File: config.mk
export PLATFORM = sky130hd
export DESIGN_NAME = elevation_cell_bilinear_upsampler
export DESIGN_NICKNAME = d
export VERILOG_FILES = /design/src/hdl/ecbu_pkg.sv /design/src/hdl/ecbu_front.sv /design/src/hdl/ecbu_queue.sv /design/src/hdl/ecbu_div.sv /design/src/hdl/ecbu_back.sv /design/src/hdl/elevation_cell_bilinear_upsampler.sv
export VERILOG_INCLUDE_DIRS = /design/src /design/src/hdl
export SDC_FILE = /design/constraint.sdc
export NUM_CORES = 2
export LEC_CHECK = 0
export BUFFER_PORTS_ARGS = -buffer_cell sky130_fd_sc_hd__buf_4
export CORE_MARGIN = 4
export CORE_UTILIZATION = 45
export DETAILED_ROUTE_END_ITERATION = 7
export PLACE_DENSITY_LB_ADDON = 0.1
export SLEW_MARGIN = 20
export SYNTH_ARGS = -nofsm -noshare
export SYNTH_HDL_FRONTEND = slang
export SYNTH_SLANG_ARGS = --single-unit
File: constraint.sdc
create_clock -name clk -period 16.3 [get_ports clk]
set_input_delay 2.445 -clock clk [delete_from_list [all_inputs] [get_ports clk]]
set_output_delay 2.445 -clock clk [all_outputs]
set_load 0.01 [all_outputs]
File: src/hdl/elevation_cell_bilinear_upsampler_macros.svh
// Assertion macros for the elevation cell bilinear upsampler.
// Included by the top level; depends on nothing else.
`ifndef ELEVATION_CELL_BILINEAR_UPSAMPLER_MACROS_SVH
`define ELEVATION_CELL_BILINEAR_UPSAMPLER_MACROS_SVH
`ifndef SYNTHESIS
// A condition that must hold at every clock edge outside reset.
`define ECBU_ASSERT_ALWAYS(label, clk, rst, cond, msg) \
  label: assert property (@(posedge clk) disable iff (rst) (cond)) else $error(msg);
// A condition that must hold whenever the antecedent holds.
`define ECBU_ASSERT_IMPLY(label, clk, rst, ante, cons, msg) \
  label: assert property (@(posedge clk) disable iff (rst) (ante) |-> (cons)) else $error(msg);
`else
`define ECBU_ASSERT_ALWAYS(label, clk, rst, cond, msg)
`define ECBU_ASSERT_IMPLY(label, clk, rst, ante, cons, msg)
`endif
`endif

File: src/hdl/ecbu_pkg.sv
// Shared types and constants of the elevation cell bilinear upsampler.
// Used by the front, queue, divider, back end and top level; no dependencies.
package ecbu_pkg;

  // Field widths.
  localparam int CORNER_W = 16;
  localparam int COORD_W  = 12;
  localparam int STEP_W   = 4;
  localparam int SCALE_W  = 16;
  localparam int SIZE_W   = 13;
  localparam int POS_W    = 15;
  localparam int ELEV_W   = 16;
  localparam int DIFF_W   = CORNER_W + 1;
  localparam int FRAC_W   = 16;

  // Stream widths.
  localparam int IN_TDATA_W  = 88;
  localparam int OUT_TDATA_W = 48;
  localparam int OUT_TUSER_W = 1;

  // Q16.16 working values and divider sizes.
  localparam int FIX_W        = 34;
  localparam int DIV_W        = 33;
  localparam int MAG_W        = 32;
  localparam int DIV_BITS_CYC = 8;
  localparam int DIV_CYCLES   = MAG_W / DIV_BITS_CYC;
  localparam int DIV_CNT_W    = $clog2(DIV_CYCLES);
  localparam int REM_W        = STEP_W;

  // Scaling: Q16.16 times Q8.8 gives Q24.24.
  localparam int PROD_W     = MAG_W + SCALE_W;
  localparam int ROUND_SHIFT = 24;

  // Default for the largest step count.
  localparam int MAX_STEP_DEF = 8;

  // Queue between front and back end.
  localparam int QUEUE_DEPTH = 2;

  // Configuration port.
  localparam int ADDR_W    = 5;
  localparam int REG_IDX_W = 3;
  localparam int APB_W     = 32;
  localparam logic [REG_IDX_W-1:0] REG_ARC_STEP_X   = 3'd0;
  localparam logic [REG_IDX_W-1:0] REG_ARC_STEP_Y   = 3'd1;
  localparam logic [REG_IDX_W-1:0] REG_HEIGHT_SCALE = 3'd2;
  localparam logic [REG_IDX_W-1:0] REG_OUT_WIDTH    = 3'd3;
  localparam logic [REG_IDX_W-1:0] REG_OUT_DEPTH    = 3'd4;

  // Back-end sequencer states.
  localparam int ST_W = 3;
  localparam logic [ST_W-1:0] S_IDLE   = 3'd0;
  localparam logic [ST_W-1:0] S_LDIV   = 3'd1;
  localparam logic [ST_W-1:0] S_RDIV   = 3'd2;
  localparam logic [ST_W-1:0] S_CSTART = 3'd3;
  localparam logic [ST_W-1:0] S_CDIV   = 3'd4;
  localparam logic [ST_W-1:0] S_EMIT   = 3'd5;

  // Configuration as seen by the datapath; step counts already clamped.
  typedef struct packed {
    logic [STEP_W-1:0]  step_x;
    logic [STEP_W-1:0]  step_y;
    logic [SCALE_W-1:0] height_scale;
    logic [SIZE_W-1:0]  out_width;
    logic [SIZE_W-1:0]  out_depth;
  } cfg_t;

  // One classified cell as it waits in the queue.
  typedef struct packed {
    logic [CORNER_W-1:0] corner_a;
    logic [CORNER_W-1:0] corner_b;
    logic [DIFF_W-1:0]   diff_l;
    logic [DIFF_W-1:0]   diff_r;
    logic [POS_W-1:0]    base_x;
    logic [POS_W-1:0]    base_y;
  } cell_t;

endpackage

File: src/hdl/ecbu_front.sv
// Front end: accepts cell transactions and turns them into queue entries.
// Depends on ecbu_pkg for the cell and configuration types.
module ecbu_front (
  input  logic                            s_tvalid,
  output logic                            s_tready,
  // Fields from bit 0 up: corner_a, corner_b, corner_c, corner_d, cell_col, cell_row.
  input  logic [ecbu_pkg::IN_TDATA_W-1:0] s_tdata,
  input  ecbu_pkg::cfg_t                  cfg,
  input  logic                            queue_full,
  output logic                            push,
  output ecbu_pkg::cell_t                 entry
);
  import ecbu_pkg::*;

  logic [CORNER_W-1:0]   corner_a;
  logic [CORNER_W-1:0]   corner_b;
  logic [CORNER_W-1:0]   corner_c;
  logic [CORNER_W-1:0]   corner_d;
  logic [COORD_W-1:0]    cell_col;
  logic [COORD_W-1:0]    cell_row;
  logic [POS_W:0]        prod_x;
  logic [POS_W:0]        prod_y;

  // Unpack the input fields.
  assign corner_a = s_tdata[15:0];
  assign corner_b = s_tdata[31:16];
  assign corner_c = s_tdata[47:32];
  assign corner_d = s_tdata[63:48];
  assign cell_col = s_tdata[75:64];
  assign cell_row = s_tdata[87:76];

  // A transaction is taken whenever the queue has room.
  assign s_tready = !queue_full;
  assign push     = s_tvalid && s_tready;

  // Cell origin in output coordinates, kept to the position width.
  assign prod_x = {{(POS_W+1-COORD_W){1'b0}}, cell_col} * {{(POS_W+1-STEP_W){1'b0}}, cfg.step_x};
  assign prod_y = {{(POS_W+1-COORD_W){1'b0}}, cell_row} * {{(POS_W+1-STEP_W){1'b0}}, cfg.step_y};

  // Edge differences feed the row-step divisions in the back end.
  always_comb begin
    entry.corner_a = corner_a;
    entry.corner_b = corner_b;
    entry.diff_l   = {1'b0, corner_c} - {1'b0, corner_a};
    entry.diff_r   = {1'b0, corner_d} - {1'b0, corner_b};
    entry.base_x   = prod_x[POS_W-1:0];
    entry.base_y   = prod_y[POS_W-1:0];
  end

endmodule

File: src/hdl/ecbu_queue.sv
// Short queue of classified cells between the front and the back end.
// Depends on ecbu_pkg for the entry type and the depth.
module ecbu_queue (
  input  logic            clk,
  input  logic            rst,
  input  logic            push,
  input  ecbu_pkg::cell_t wr_data,
  output logic            full,
  input  logic            pop,
  output logic            empty,
  output ecbu_pkg::cell_t rd_data
);
  import ecbu_pkg::*;

  localparam int PTR_W = (QUEUE_DEPTH > 1) ? $clog2(QUEUE_DEPTH) : 1;
  localparam int CNT_W = $clog2(QUEUE_DEPTH + 1);

  cell_t             mem [QUEUE_DEPTH];
  logic [PTR_W-1:0]  wr_ptr;
  logic [PTR_W-1:0]  rd_ptr;
  logic [CNT_W-1:0]  count;

  assign full    = (count == CNT_W'(QUEUE_DEPTH));
  assign empty   = (count == '0);
  assign rd_data = mem[rd_ptr];

  // Pointers and fill count.
  always_ff @(posedge clk) begin
    if (rst) begin
      wr_ptr <= '0;
      rd_ptr <= '0;
      count  <= '0;
    end else begin
      if (push) begin
        wr_ptr <= (wr_ptr == PTR_W'(QUEUE_DEPTH - 1)) ? '0 : wr_ptr + PTR_W'(1);
      end
      if (pop) begin
        rd_ptr <= (rd_ptr == PTR_W'(QUEUE_DEPTH - 1)) ? '0 : rd_ptr + PTR_W'(1);
      end
      if (push && !pop) begin
        count <= count + CNT_W'(1);
      end else if (pop && !push) begin
        count <= count - CNT_W'(1);
      end
    end
  end

  // Entry storage.
  always_ff @(posedge clk) begin
    if (push) begin
      mem[wr_ptr] <= wr_data;
    end
  end

endmodule

File: src/hdl/ecbu_div.sv
// Iterative divider of a signed Q16.16 value by a small step count, truncating toward zero.
// Depends on ecbu_pkg for widths; retires eight quotient bits per cycle.
module ecbu_div (
  input  logic                          clk,
  input  logic                          rst,
  input  logic                          start,
  input  logic [ecbu_pkg::DIV_W-1:0]    dividend,
  input  logic [ecbu_pkg::STEP_W-1:0]   divisor,
  output logic                          done,
  output logic [ecbu_pkg::DIV_W-1:0]    quotient
);
  import ecbu_pkg::*;

  logic                 busy;
  logic [DIV_CNT_W-1:0] cnt;
  logic [MAG_W-1:0]     mag;
  logic [REM_W-1:0]     rem;
  logic [STEP_W-1:0]    dvs;
  logic                 neg;
  logic [DIV_W-1:0]     neg_dividend;
  logic [MAG_W-1:0]     mag_next;
  logic [REM_W-1:0]     rem_next;

  assign neg_dividend = DIV_W'(0) - dividend;

  // Eight restoring steps on the narrow remainder.
  always_comb begin
    logic [REM_W:0] r;
    logic [MAG_W-1:0] m;
    r = {1'b0, rem};
    m = mag;
    for (int i = 0; i < DIV_BITS_CYC; i++) begin
      r = {r[REM_W-1:0], m[MAG_W-1]};
      m = {m[MAG_W-2:0], 1'b0};
      if (r >= {1'b0, dvs}) begin
        r    = r - {1'b0, dvs};
        m[0] = 1'b1;
      end
    end
    mag_next = m;
    rem_next = r[REM_W-1:0];
  end

  // Control.
  always_ff @(posedge clk) begin
    if (rst) begin
      busy <= 1'b0;
      done <= 1'b0;
      cnt  <= '0;
    end else begin
      done <= 1'b0;
      if (start) begin
        busy <= 1'b1;
        cnt  <= '0;
      end else if (busy) begin
        cnt <= cnt + DIV_CNT_W'(1);
        if (cnt == DIV_CNT_W'(DIV_CYCLES - 1)) begin
          busy <= 1'b0;
          done <= 1'b1;
        end
      end
    end
  end

  // Operand and partial quotient registers.
  always_ff @(posedge clk) begin
    if (start) begin
      neg <= dividend[DIV_W-1];
      mag <= dividend[DIV_W-1] ? neg_dividend[MAG_W-1:0] : dividend[MAG_W-1:0];
      rem <= '0;
      dvs <= divisor;
    end else if (busy) begin
      mag <= mag_next;
      rem <= rem_next;
    end
  end

  assign quotient = neg ? (DIV_W'(0) - {1'b0, mag}) : {1'b0, mag};

endmodule

File: src/hdl/ecbu_back.sv
// Back end: walks each queued cell row by row and emits scaled points.
// Depends on ecbu_pkg and instantiates the shared step divider ecbu_div.
module ecbu_back #(
  parameter int MAX_STEP = ecbu_pkg::MAX_STEP_DEF
) (
  input  logic                             clk,
  input  logic                             rst,
  input  ecbu_pkg::cfg_t                   cfg,
  input  logic                             q_empty,
  input  ecbu_pkg::cell_t                  q_data,
  output logic                             pop,
  output logic                             m_tvalid,
  input  logic                             m_tready,
  // Fields from bit 0 up: elevation, pos_x, pos_y, then zero fill.
  output logic [ecbu_pkg::OUT_TDATA_W-1:0] m_tdata,
  // Fields from bit 0 up: in_bounds.
  output logic [ecbu_pkg::OUT_TUSER_W-1:0] m_tuser,
  output logic                             m_tlast
);
  import ecbu_pkg::*;

  localparam int CNT_W = (MAX_STEP > 1) ? $clog2(MAX_STEP) : 1;

  typedef struct packed {
    logic [POS_W-1:0] pos_x;
    logic [POS_W-1:0] pos_y;
    logic             in_bounds;
    logic             last;
  } point_meta_t;

  // Sequencer state and cell walk registers.
  logic [ST_W-1:0]  state;
  logic [FIX_W-1:0] left;
  logic [FIX_W-1:0] right;
  logic [FIX_W-1:0] pt;
  logic [DIV_W-1:0] lstep;
  logic [DIV_W-1:0] rstep;
  logic [DIV_W-1:0] cstep;
  logic [DIFF_W-1:0] diff_r;
  logic [POS_W-1:0] base_x;
  logic [POS_W-1:0] base_y;
  logic [CNT_W-1:0] col;
  logic [CNT_W-1:0] row;

  // Divider hookup.
  logic              div_start;
  logic [DIV_W-1:0]  div_dividend;
  logic [STEP_W-1:0] div_divisor;
  logic              div_done;
  logic [DIV_W-1:0]  div_quot;

  // Point pipeline: operand stage, product stage, output register.
  logic              s1_valid;
  logic [MAG_W-1:0]  s1_val;
  point_meta_t       s1_meta;
  logic              s2_valid;
  logic [PROD_W-1:0] s2_prod;
  point_meta_t       s2_meta;
  logic [ELEV_W-1:0] elevation;
  point_meta_t       o_meta;

  logic              out_free;
  logic              s2_free;
  logic              s1_free;
  logic              issue;
  logic              col_last;
  logic              row_last;
  logic [FIX_W-1:0]  edge_diff;
  point_meta_t       new_meta;
  logic              pt_pos;
  logic [PROD_W:0]   rounded;
  logic [PROD_W-ROUND_SHIFT:0] shifted;

  ecbu_div u_div (
    .clk      (clk),
    .rst      (rst),
    .start    (div_start),
    .dividend (div_dividend),
    .divisor  (div_divisor),
    .done     (div_done),
    .quotient (div_quot)
  );

  // Pipeline flow control.
  assign out_free = !m_tvalid || m_tready;
  assign s2_free  = !s2_valid || out_free;
  assign s1_free  = !s1_valid || s2_free;
  assign issue    = (state == S_EMIT) && s1_free;

  assign col_last  = (STEP_W'(col) == cfg.step_x - STEP_W'(1));
  assign row_last  = (STEP_W'(row) == cfg.step_y - STEP_W'(1));
  assign edge_diff = right - left;

  // Point coordinates and flags for the point now issued.
  always_comb begin
    new_meta.pos_x     = base_x + POS_W'(col);
    new_meta.pos_y     = base_y + POS_W'(row);
    new_meta.in_bounds = (new_meta.pos_x < POS_W'(cfg.out_width)) &&
                         (new_meta.pos_y < POS_W'(cfg.out_depth));
    new_meta.last      = col_last && row_last;
  end

  assign pt_pos = !pt[FIX_W-1] && (pt != '0);

  // Divider requests: left and right row steps, then one column step per row.
  always_comb begin
    pop          = 1'b0;
    div_start    = 1'b0;
    div_dividend = edge_diff[DIV_W-1:0];
    div_divisor  = cfg.step_x;
    case (state)
      S_IDLE: begin
        if (!q_empty) begin
          pop          = 1'b1;
          div_start    = 1'b1;
          div_dividend = {q_data.diff_l, {FRAC_W{1'b0}}};
          div_divisor  = cfg.step_y;
        end
      end
      S_LDIV: begin
        if (div_done) begin
          div_start    = 1'b1;
          div_dividend = {diff_r, {FRAC_W{1'b0}}};
          div_divisor  = cfg.step_y;
        end
      end
      S_CSTART: begin
        div_start = 1'b1;
      end
      default: begin
      end
    endcase
  end

  // Sequencer state.
  always_ff @(posedge clk) begin
    if (rst) begin
      state <= S_IDLE;
    end else begin
      case (state)
        S_IDLE: begin
          if (!q_empty) begin
            state <= S_LDIV;
          end
        end
        S_LDIV: begin
          if (div_done) begin
            state <= S_RDIV;
          end
        end
        S_RDIV: begin
          if (div_done) begin
            state <= S_CSTART;
          end
        end
        S_CSTART: begin
          state <= S_CDIV;
        end
        S_CDIV: begin
          if (div_done) begin
            state <= S_EMIT;
          end
        end
        S_EMIT: begin
          if (issue && col_last) begin
            state <= row_last ? S_IDLE : S_CSTART;
          end
        end
        default: begin
          state <= S_IDLE;
        end
      endcase
    end
  end

  // Cell walk: edge values, steps and counters.
  always_ff @(posedge clk) begin
    case (state)
      S_IDLE: begin
        left   <= {2'b00, q_data.corner_a, {FRAC_W{1'b0}}};
        right  <= {2'b00, q_data.corner_b, {FRAC_W{1'b0}}};
        diff_r <= q_data.diff_r;
        base_x <= q_data.base_x;
        base_y <= q_data.base_y;
        row    <= '0;
      end
      S_LDIV: begin
        lstep <= div_quot;
      end
      S_RDIV: begin
        rstep <= div_quot;
      end
      S_CDIV: begin
        cstep <= div_quot;
        pt    <= left;
        col   <= '0;
      end
      S_EMIT: begin
        if (issue) begin
          pt <= pt + {cstep[DIV_W-1], cstep};
          if (col_last) begin
            col   <= '0;
            left  <= left + {lstep[DIV_W-1], lstep};
            right <= right + {rstep[DIV_W-1], rstep};
            row   <= row + CNT_W'(1);
          end else begin
            col <= col + CNT_W'(1);
          end
        end
      end
      default: begin
      end
    endcase
  end

  // Pipeline valid bits.
  always_ff @(posedge clk) begin
    if (rst) begin
      s1_valid <= 1'b0;
      s2_valid <= 1'b0;
      m_tvalid <= 1'b0;
    end else begin
      if (s1_free) begin
        s1_valid <= issue;
      end
      if (s2_free) begin
        s2_valid <= s1_valid;
      end
      if (out_free) begin
        m_tvalid <= s2_valid;
      end
    end
  end

  // Round half up from Q24.24 and saturate to 16 bits.
  assign rounded = {1'b0, s2_prod} + (PROD_W+1)'(1) * (PROD_W+1)'(2 ** (ROUND_SHIFT - 1));
  assign shifted = rounded[PROD_W:ROUND_SHIFT];

  // Pipeline payload.
  always_ff @(posedge clk) begin
    if (s1_free) begin
      s1_val  <= pt_pos ? pt[MAG_W-1:0] : '0;
      s1_meta <= new_meta;
    end
    if (s2_free) begin
      s2_prod <= {{(PROD_W-MAG_W){1'b0}}, s1_val} * {{(PROD_W-SCALE_W){1'b0}}, cfg.height_scale};
      s2_meta <= s1_meta;
    end
    if (out_free) begin
      elevation <= (|shifted[PROD_W-ROUND_SHIFT:ELEV_W]) ? {ELEV_W{1'b1}} : shifted[ELEV_W-1:0];
      o_meta    <= s2_meta;
    end
  end

  assign m_tdata = {{(OUT_TDATA_W-ELEV_W-2*POS_W){1'b0}}, o_meta.pos_y, o_meta.pos_x, elevation};
  assign m_tuser = o_meta.in_bounds;
  assign m_tlast = o_meta.last;

endmodule

File: src/hdl/elevation_cell_bilinear_upsampler.sv
// Elevation cell bilinear upsampler: one cell in, step_x * step_y points out.
// With the back end idle, the first point of a cell leaves after three step divisions
// and then a three-stage point pipeline.
// The back end walks one cell at a time with the shared step divider and issues
// one point per cycle within a row while the output is not stalled.
// Reset (rst, synchronous): registers return to their defaults, queue and pipeline empty.
`include "elevation_cell_bilinear_upsampler_macros.svh"
module elevation_cell_bilinear_upsampler #(
  parameter int MAX_STEP = ecbu_pkg::MAX_STEP_DEF
) (
  input  logic                             clk,
  input  logic                             rst,
  // Cell input stream.
  input  logic                             s_tvalid,
  output logic                             s_tready,
  // Fields from bit 0 up: corner_a, corner_b, corner_c, corner_d, cell_col, cell_row.
  input  logic [ecbu_pkg::IN_TDATA_W-1:0]  s_tdata,
  // Point output stream.
  output logic                             m_tvalid,
  input  logic                             m_tready,
  // Fields from bit 0 up: elevation, pos_x, pos_y, then zero fill.
  output logic [ecbu_pkg::OUT_TDATA_W-1:0] m_tdata,
  // Fields from bit 0 up: in_bounds.
  output logic [ecbu_pkg::OUT_TUSER_W-1:0] m_tuser,
  output logic                             m_tlast,
  // Configuration port.
  input  logic                             psel,
  input  logic                             penable,
  input  logic                             pwrite,
  input  logic [ecbu_pkg::ADDR_W-1:0]      paddr,
  input  logic [ecbu_pkg::APB_W-1:0]       pwdata,
  output logic [ecbu_pkg::APB_W-1:0]       prdata,
  output logic                             pready
);
  import ecbu_pkg::*;

  logic [STEP_W-1:0]    arc_step_x;
  logic [STEP_W-1:0]    arc_step_y;
  logic [SCALE_W-1:0]   height_scale;
  logic [SIZE_W-1:0]    out_width;
  logic [SIZE_W-1:0]    out_depth;
  logic [REG_IDX_W-1:0] reg_idx;
  logic                 cfg_wr;
  cfg_t                 cfg;
  logic                 queue_full;
  logic                 queue_empty;
  logic                 push;
  logic                 pop;
  cell_t                entry;
  cell_t                head;
  logic [ELEV_W-1:0]    out_elevation;
  logic [POS_W-1:0]     out_pos_x;
  logic [POS_W-1:0]     out_pos_y;
  logic                 pos_inside;
  logic                 flat_point;

  // Register file access.
  assign pready  = 1'b1;
  assign reg_idx = paddr[ADDR_W-1:2];
  assign cfg_wr  = psel && penable && pwrite && pready;

  always_ff @(posedge clk) begin
    if (rst) begin
      arc_step_x   <= STEP_W'(1);
      arc_step_y   <= STEP_W'(1);
      height_scale <= SCALE_W'(256);
      out_width    <= SIZE_W'(4096);
      out_depth    <= SIZE_W'(4096);
    end else if (cfg_wr) begin
      case (reg_idx)
        REG_ARC_STEP_X:   arc_step_x   <= pwdata[STEP_W-1:0];
        REG_ARC_STEP_Y:   arc_step_y   <= pwdata[STEP_W-1:0];
        REG_HEIGHT_SCALE: height_scale <= pwdata[SCALE_W-1:0];
        REG_OUT_WIDTH:    out_width    <= pwdata[SIZE_W-1:0];
        REG_OUT_DEPTH:    out_depth    <= pwdata[SIZE_W-1:0];
        default: begin
        end
      endcase
    end
  end

  // Read back.
  always_comb begin
    case (reg_idx)
      REG_ARC_STEP_X:   prdata = APB_W'(arc_step_x);
      REG_ARC_STEP_Y:   prdata = APB_W'(arc_step_y);
      REG_HEIGHT_SCALE: prdata = APB_W'(height_scale);
      REG_OUT_WIDTH:    prdata = APB_W'(out_width);
      REG_OUT_DEPTH:    prdata = APB_W'(out_depth);
      default:          prdata = '0;
    endcase
  end

  // Step counts of zero act as one, counts above the maximum act as the maximum.
  always_comb begin
    cfg.step_x = (arc_step_x == '0) ? STEP_W'(1) :
                 (arc_step_x > STEP_W'(MAX_STEP)) ? STEP_W'(MAX_STEP) : arc_step_x;
    cfg.step_y = (arc_step_y == '0) ? STEP_W'(1) :
                 (arc_step_y > STEP_W'(MAX_STEP)) ? STEP_W'(MAX_STEP) : arc_step_y;
    cfg.height_scale = height_scale;
    cfg.out_width    = out_width;
    cfg.out_depth    = out_depth;
  end

  ecbu_front u_front (
    .s_tvalid   (s_tvalid),
    .s_tready   (s_tready),
    .s_tdata    (s_tdata),
    .cfg        (cfg),
    .queue_full (queue_full),
    .push       (push),
    .entry      (entry)
  );

  ecbu_queue u_queue (
    .clk     (clk),
    .rst     (rst),
    .push    (push),
    .wr_data (entry),
    .full    (queue_full),
    .pop     (pop),
    .empty   (queue_empty),
    .rd_data (head)
  );

  ecbu_back #(
    .MAX_STEP (MAX_STEP)
  ) u_back (
    .clk      (clk),
    .rst      (rst),
    .cfg      (cfg),
    .q_empty  (queue_empty),
    .q_data   (head),
    .pop      (pop),
    .m_tvalid (m_tvalid),
    .m_tready (m_tready),
    .m_tdata  (m_tdata),
    .m_tuser  (m_tuser),
    .m_tlast  (m_tlast)
  );

  // Output fields for the checks below.
  assign out_elevation = m_tdata[ELEV_W-1:0];
  assign out_pos_x     = m_tdata[ELEV_W+POS_W-1:ELEV_W];
  assign out_pos_y     = m_tdata[ELEV_W+2*POS_W-1:ELEV_W+POS_W];
  assign pos_inside    = (out_pos_x < POS_W'(out_width)) && (out_pos_y < POS_W'(out_depth));
  assign flat_point    = m_tvalid && (height_scale == '0);

  // The bounds flag agrees with the coordinates it travels with.
  `ECBU_ASSERT_IMPLY(a_inb_set, clk, rst, m_tvalid && m_tuser[0], pos_inside, "stray in_bounds")
  `ECBU_ASSERT_IMPLY(a_inb_clr, clk, rst, m_tvalid && !m_tuser[0], !pos_inside, "missing in_bounds")
  // A zero height factor flattens every point.
  `ECBU_ASSERT_IMPLY(a_zero_scale, clk, rst, flat_point, out_elevation == '0, "elevation not flat")

endmodule
==> out/results.tsv <==
stage	metric	value	unit
clocking	cts_setup_buffers	0	
layout	area_delta_synth_final	10.57	%
synthesis	yosysTopAreaCellShare	0.3564	
detailed_routing	antenna_left	0	
synthesis	netlist_area	54860	um^2
timing	rsz0062_at_grt	false	
setup_path	path_max_fanout	12	
setup_path	cp.required	16.82	ns
layout	final_layout_size_suffix_gt1_frac	0.08793	
grt	grt_max_degree	72	
layout	final_common_cell	nand2_1	
clocking	ctsHoldBuffers	0	
timing	tightest_slew	1.042	ns
synthesis	synth.distinct_cells	98	
detailed_routing	drt_pre_antenna_iters	7	
die	pin_count	217	
place	place_congestion	0.8696	
synthesis	ys_seq_elements	720	
grt	gr-usage-met2	0.3801	
place	place_hpwl	106.3	mm
clocking	path_clk_slew	0.06	ns
place	placed_area	57880	um^2
timing	slew_violations	0	
synthesis	synthTopCellsByArea	edfxtp_1 (36%), fa_1 (17%), ha_1 (8.8%)	
setup_path	path_class	reg -> reg	
detailed_routing	wl	141.7	mm
timing	fin_hold_ws	0.3920	ns
timing	hold_violations	0	
synthesis	synthArstFlopShare	0	
detailed_routing	drc	0	
layout	fin_nets	6302	
die	die_x	357.1	um
grt	globalRouteOverflowTotal	0	
setup_path	cp.arrival	14.52	ns
clocking	h-tree-depth	3	
synthesis	syn_area_per_cell	10.57	um^2
grt	grt_pass1_wl	223.8	mm
timing	relSlewSlack	0.3042	
layout	antenna_cells	0	
setup_path	slowest_stage	a211oi_2	
grt	grt_pass1_vias	38690	
timing	min_period_over_period	0.8594	
grt	antenna_found_initial	2	
min_path	hold_class	reg -> reg	
detailed_routing	vias	37290	
die	core_area	120400	um^2
layout	final_cell_mix	nand2_1 (751), edfxtp_1 (651), inv_1 (618)	
setup_path	cpMostUsedCell	ha_1	
detailed_routing	via_per_inst	5.334	
die	die_h	357.1	um
grt	grt_util_all_layers	0.2254	
synthesis	yosysTopAreaCell	edfxtp_1	
grt	met1_usage	0.3137	
timing	min_period	14.01	ns
synthesis	synth_ff_type	edfxtp_1	
setup_path	crit_buf_inv	6	
place	port-buffer-count	179	
die	num_rows	127	
timing	setup_violations	0	
job	max_cap_viol_count	0	
timing	max_freq	71.39	MHz
synthesis	synth-edff-count	651	
layout	fin_area	60650	um^2
detailed_routing	drtIter0Drc	2398	
setup_path	max_stage_delay	0.76	ns
timing	finClkSkew	0.04117	ns
timing	fin_tns_setup	0	ns
synthesis	synth_seq_area_share	0.3815	
synthesis	synthesis.instances	5191	
detailed_routing	avgRoutedWirePerCell	20.27	um
clocking	cts_buffers	82	
setup_path	critPathTopFamily	compound AO/OA/AOI/OAI gates	
synthesis	synth_warnings	0	
die	start_util	0.4554	
setup_path	start_kind	flop	
clocking	clk_latency	0.67	ns
outcome	status	finished clean	
clocking	cts-root-buf	clkbuf_16	
die	dieArea	127600	um^2
grt	met3_usage	0.02371	
clocking	cts_sinks	720	
setup_path	endpoint_kind	flop	
grt	grt.busiest_layer	met2	
clocking	cts_tree	built	
clocking	cts_max_path_buffers	3	
clocking	ctsResizeCount	0	
[sequential cells by signal (all words and copies together) (netlist names), 33 cells and up, named ones only]
| name | cells |
|---|---|
| u_queue.mem | 192 |
| u_back.left | 34 |
| u_back.pt | 34 |
| u_back.cstep | 33 |
| u_back.lstep | 33 |
| u_back.right | 33 |
| u_back.rstep | 33 |
[through the flow]
| stage | utilization | std cells | setup WS (ns) |
|---|---|---|---|
| after floorplan | - | 5208 | 4.637 |
| after global placement | 0.4806 | 6839 | 2.329 |
| after detailed placement | 0.4806 | 6839 | 2.250 |
| after CTS | 0.5034 | 6991 | 2.242 |
| after global routing | 0.5036 | 6991 | 1.109 |
| final | 0.5036 | 6991 | 2.292 |
[kinds of logic after synthesis]
kind of cell | Yosys count | share of synthesized area
flops | 720 | 0.3815
fa+ha+maj | 859 | 0.2607
compound gates | 793 | 0.09164
mux | 142 | 0.02819
buf+inv | 832 | 0.05834
simple gates | 1544 | 0.1317
other cells | 2 | 0.0001369
xor+xnor | 299 | 0.04774
[layout make-up]
class / instances / area [um^2]
Inverter: 622 / 2335
Sequential cell: 720 / 20940
Clock inverter: 47 / 545.5
Tap cell: 1612 / 2017
Fill cell: 11090 / 59790
Timing Repair Buffer: 229 / 1719
Clock buffer: 105 / 2210
Multi-Input combinational cell: 3656 / 30890
[path summary, 6_finish.rpt]
path,start,endpoint,slack [ns],depth (start not counted)
max,u_back.u_div.dvs[1]$_DFFE_PP_,u_back.u_div.rem[3]$_SDFFE_PP0P_,2.29,62
min,u_back.s1_meta[3]$_DFFE_PP_,u_back.s2_meta[3]$_DFFE_PP_,0.39,0
max reg2reg,u_back.u_div.dvs[1]$_DFFE_PP_,u_back.u_div.rem[3]$_SDFFE_PP0P_,2.29,62
min reg2reg,u_back.s1_meta[3]$_DFFE_PP_,u_back.s2_meta[3]$_DFFE_PP_,0.39,0
[cells in the mapped netlist (6+ instances only)]
cell and n:
nor2_1 220, nand4_1 20, nor2b_1 57, o21a_1 33, nor4_1 19, buf_4 20, xnor2_1 191, o21ai_0 206
a21oi_1 225, fa_1 473, a222oi_1 8, nand3_1 58, mux2_2 60, or2_2 8, or3_1 13, xor2_1 108
or4_1 12, nand2_1 753, o21bai_1 35, clkbuf_1 176, nor3b_1 6, and3_1 34, nand3b_1 7, o211ai_1 8
a22oi_1 11, a211o_1 11, ha_1 386, o31ai_1 17, nor3_1 44, o21ai_1 9, and4_1 8, buf_1 12
and2_1 217, nand2b_1 48, a21o_1 88, mux2i_1 75, a211oi_1 24, dfxtp_1 69, a21boi_0 14, o221ai_1 7
edfxtp_1 651, a31oi_1 23, inv_1 619
[metal layers]
metal,vias to the layer above,wire [um]
li1,17700,-
met1,18580,64610
met2,826,67850
met3,177,6059
met4,2,3171
met5,-,13
Power is not shown: default switching activity piles up to over one toggle a cycle in this logic, so the estimate is an artifact.
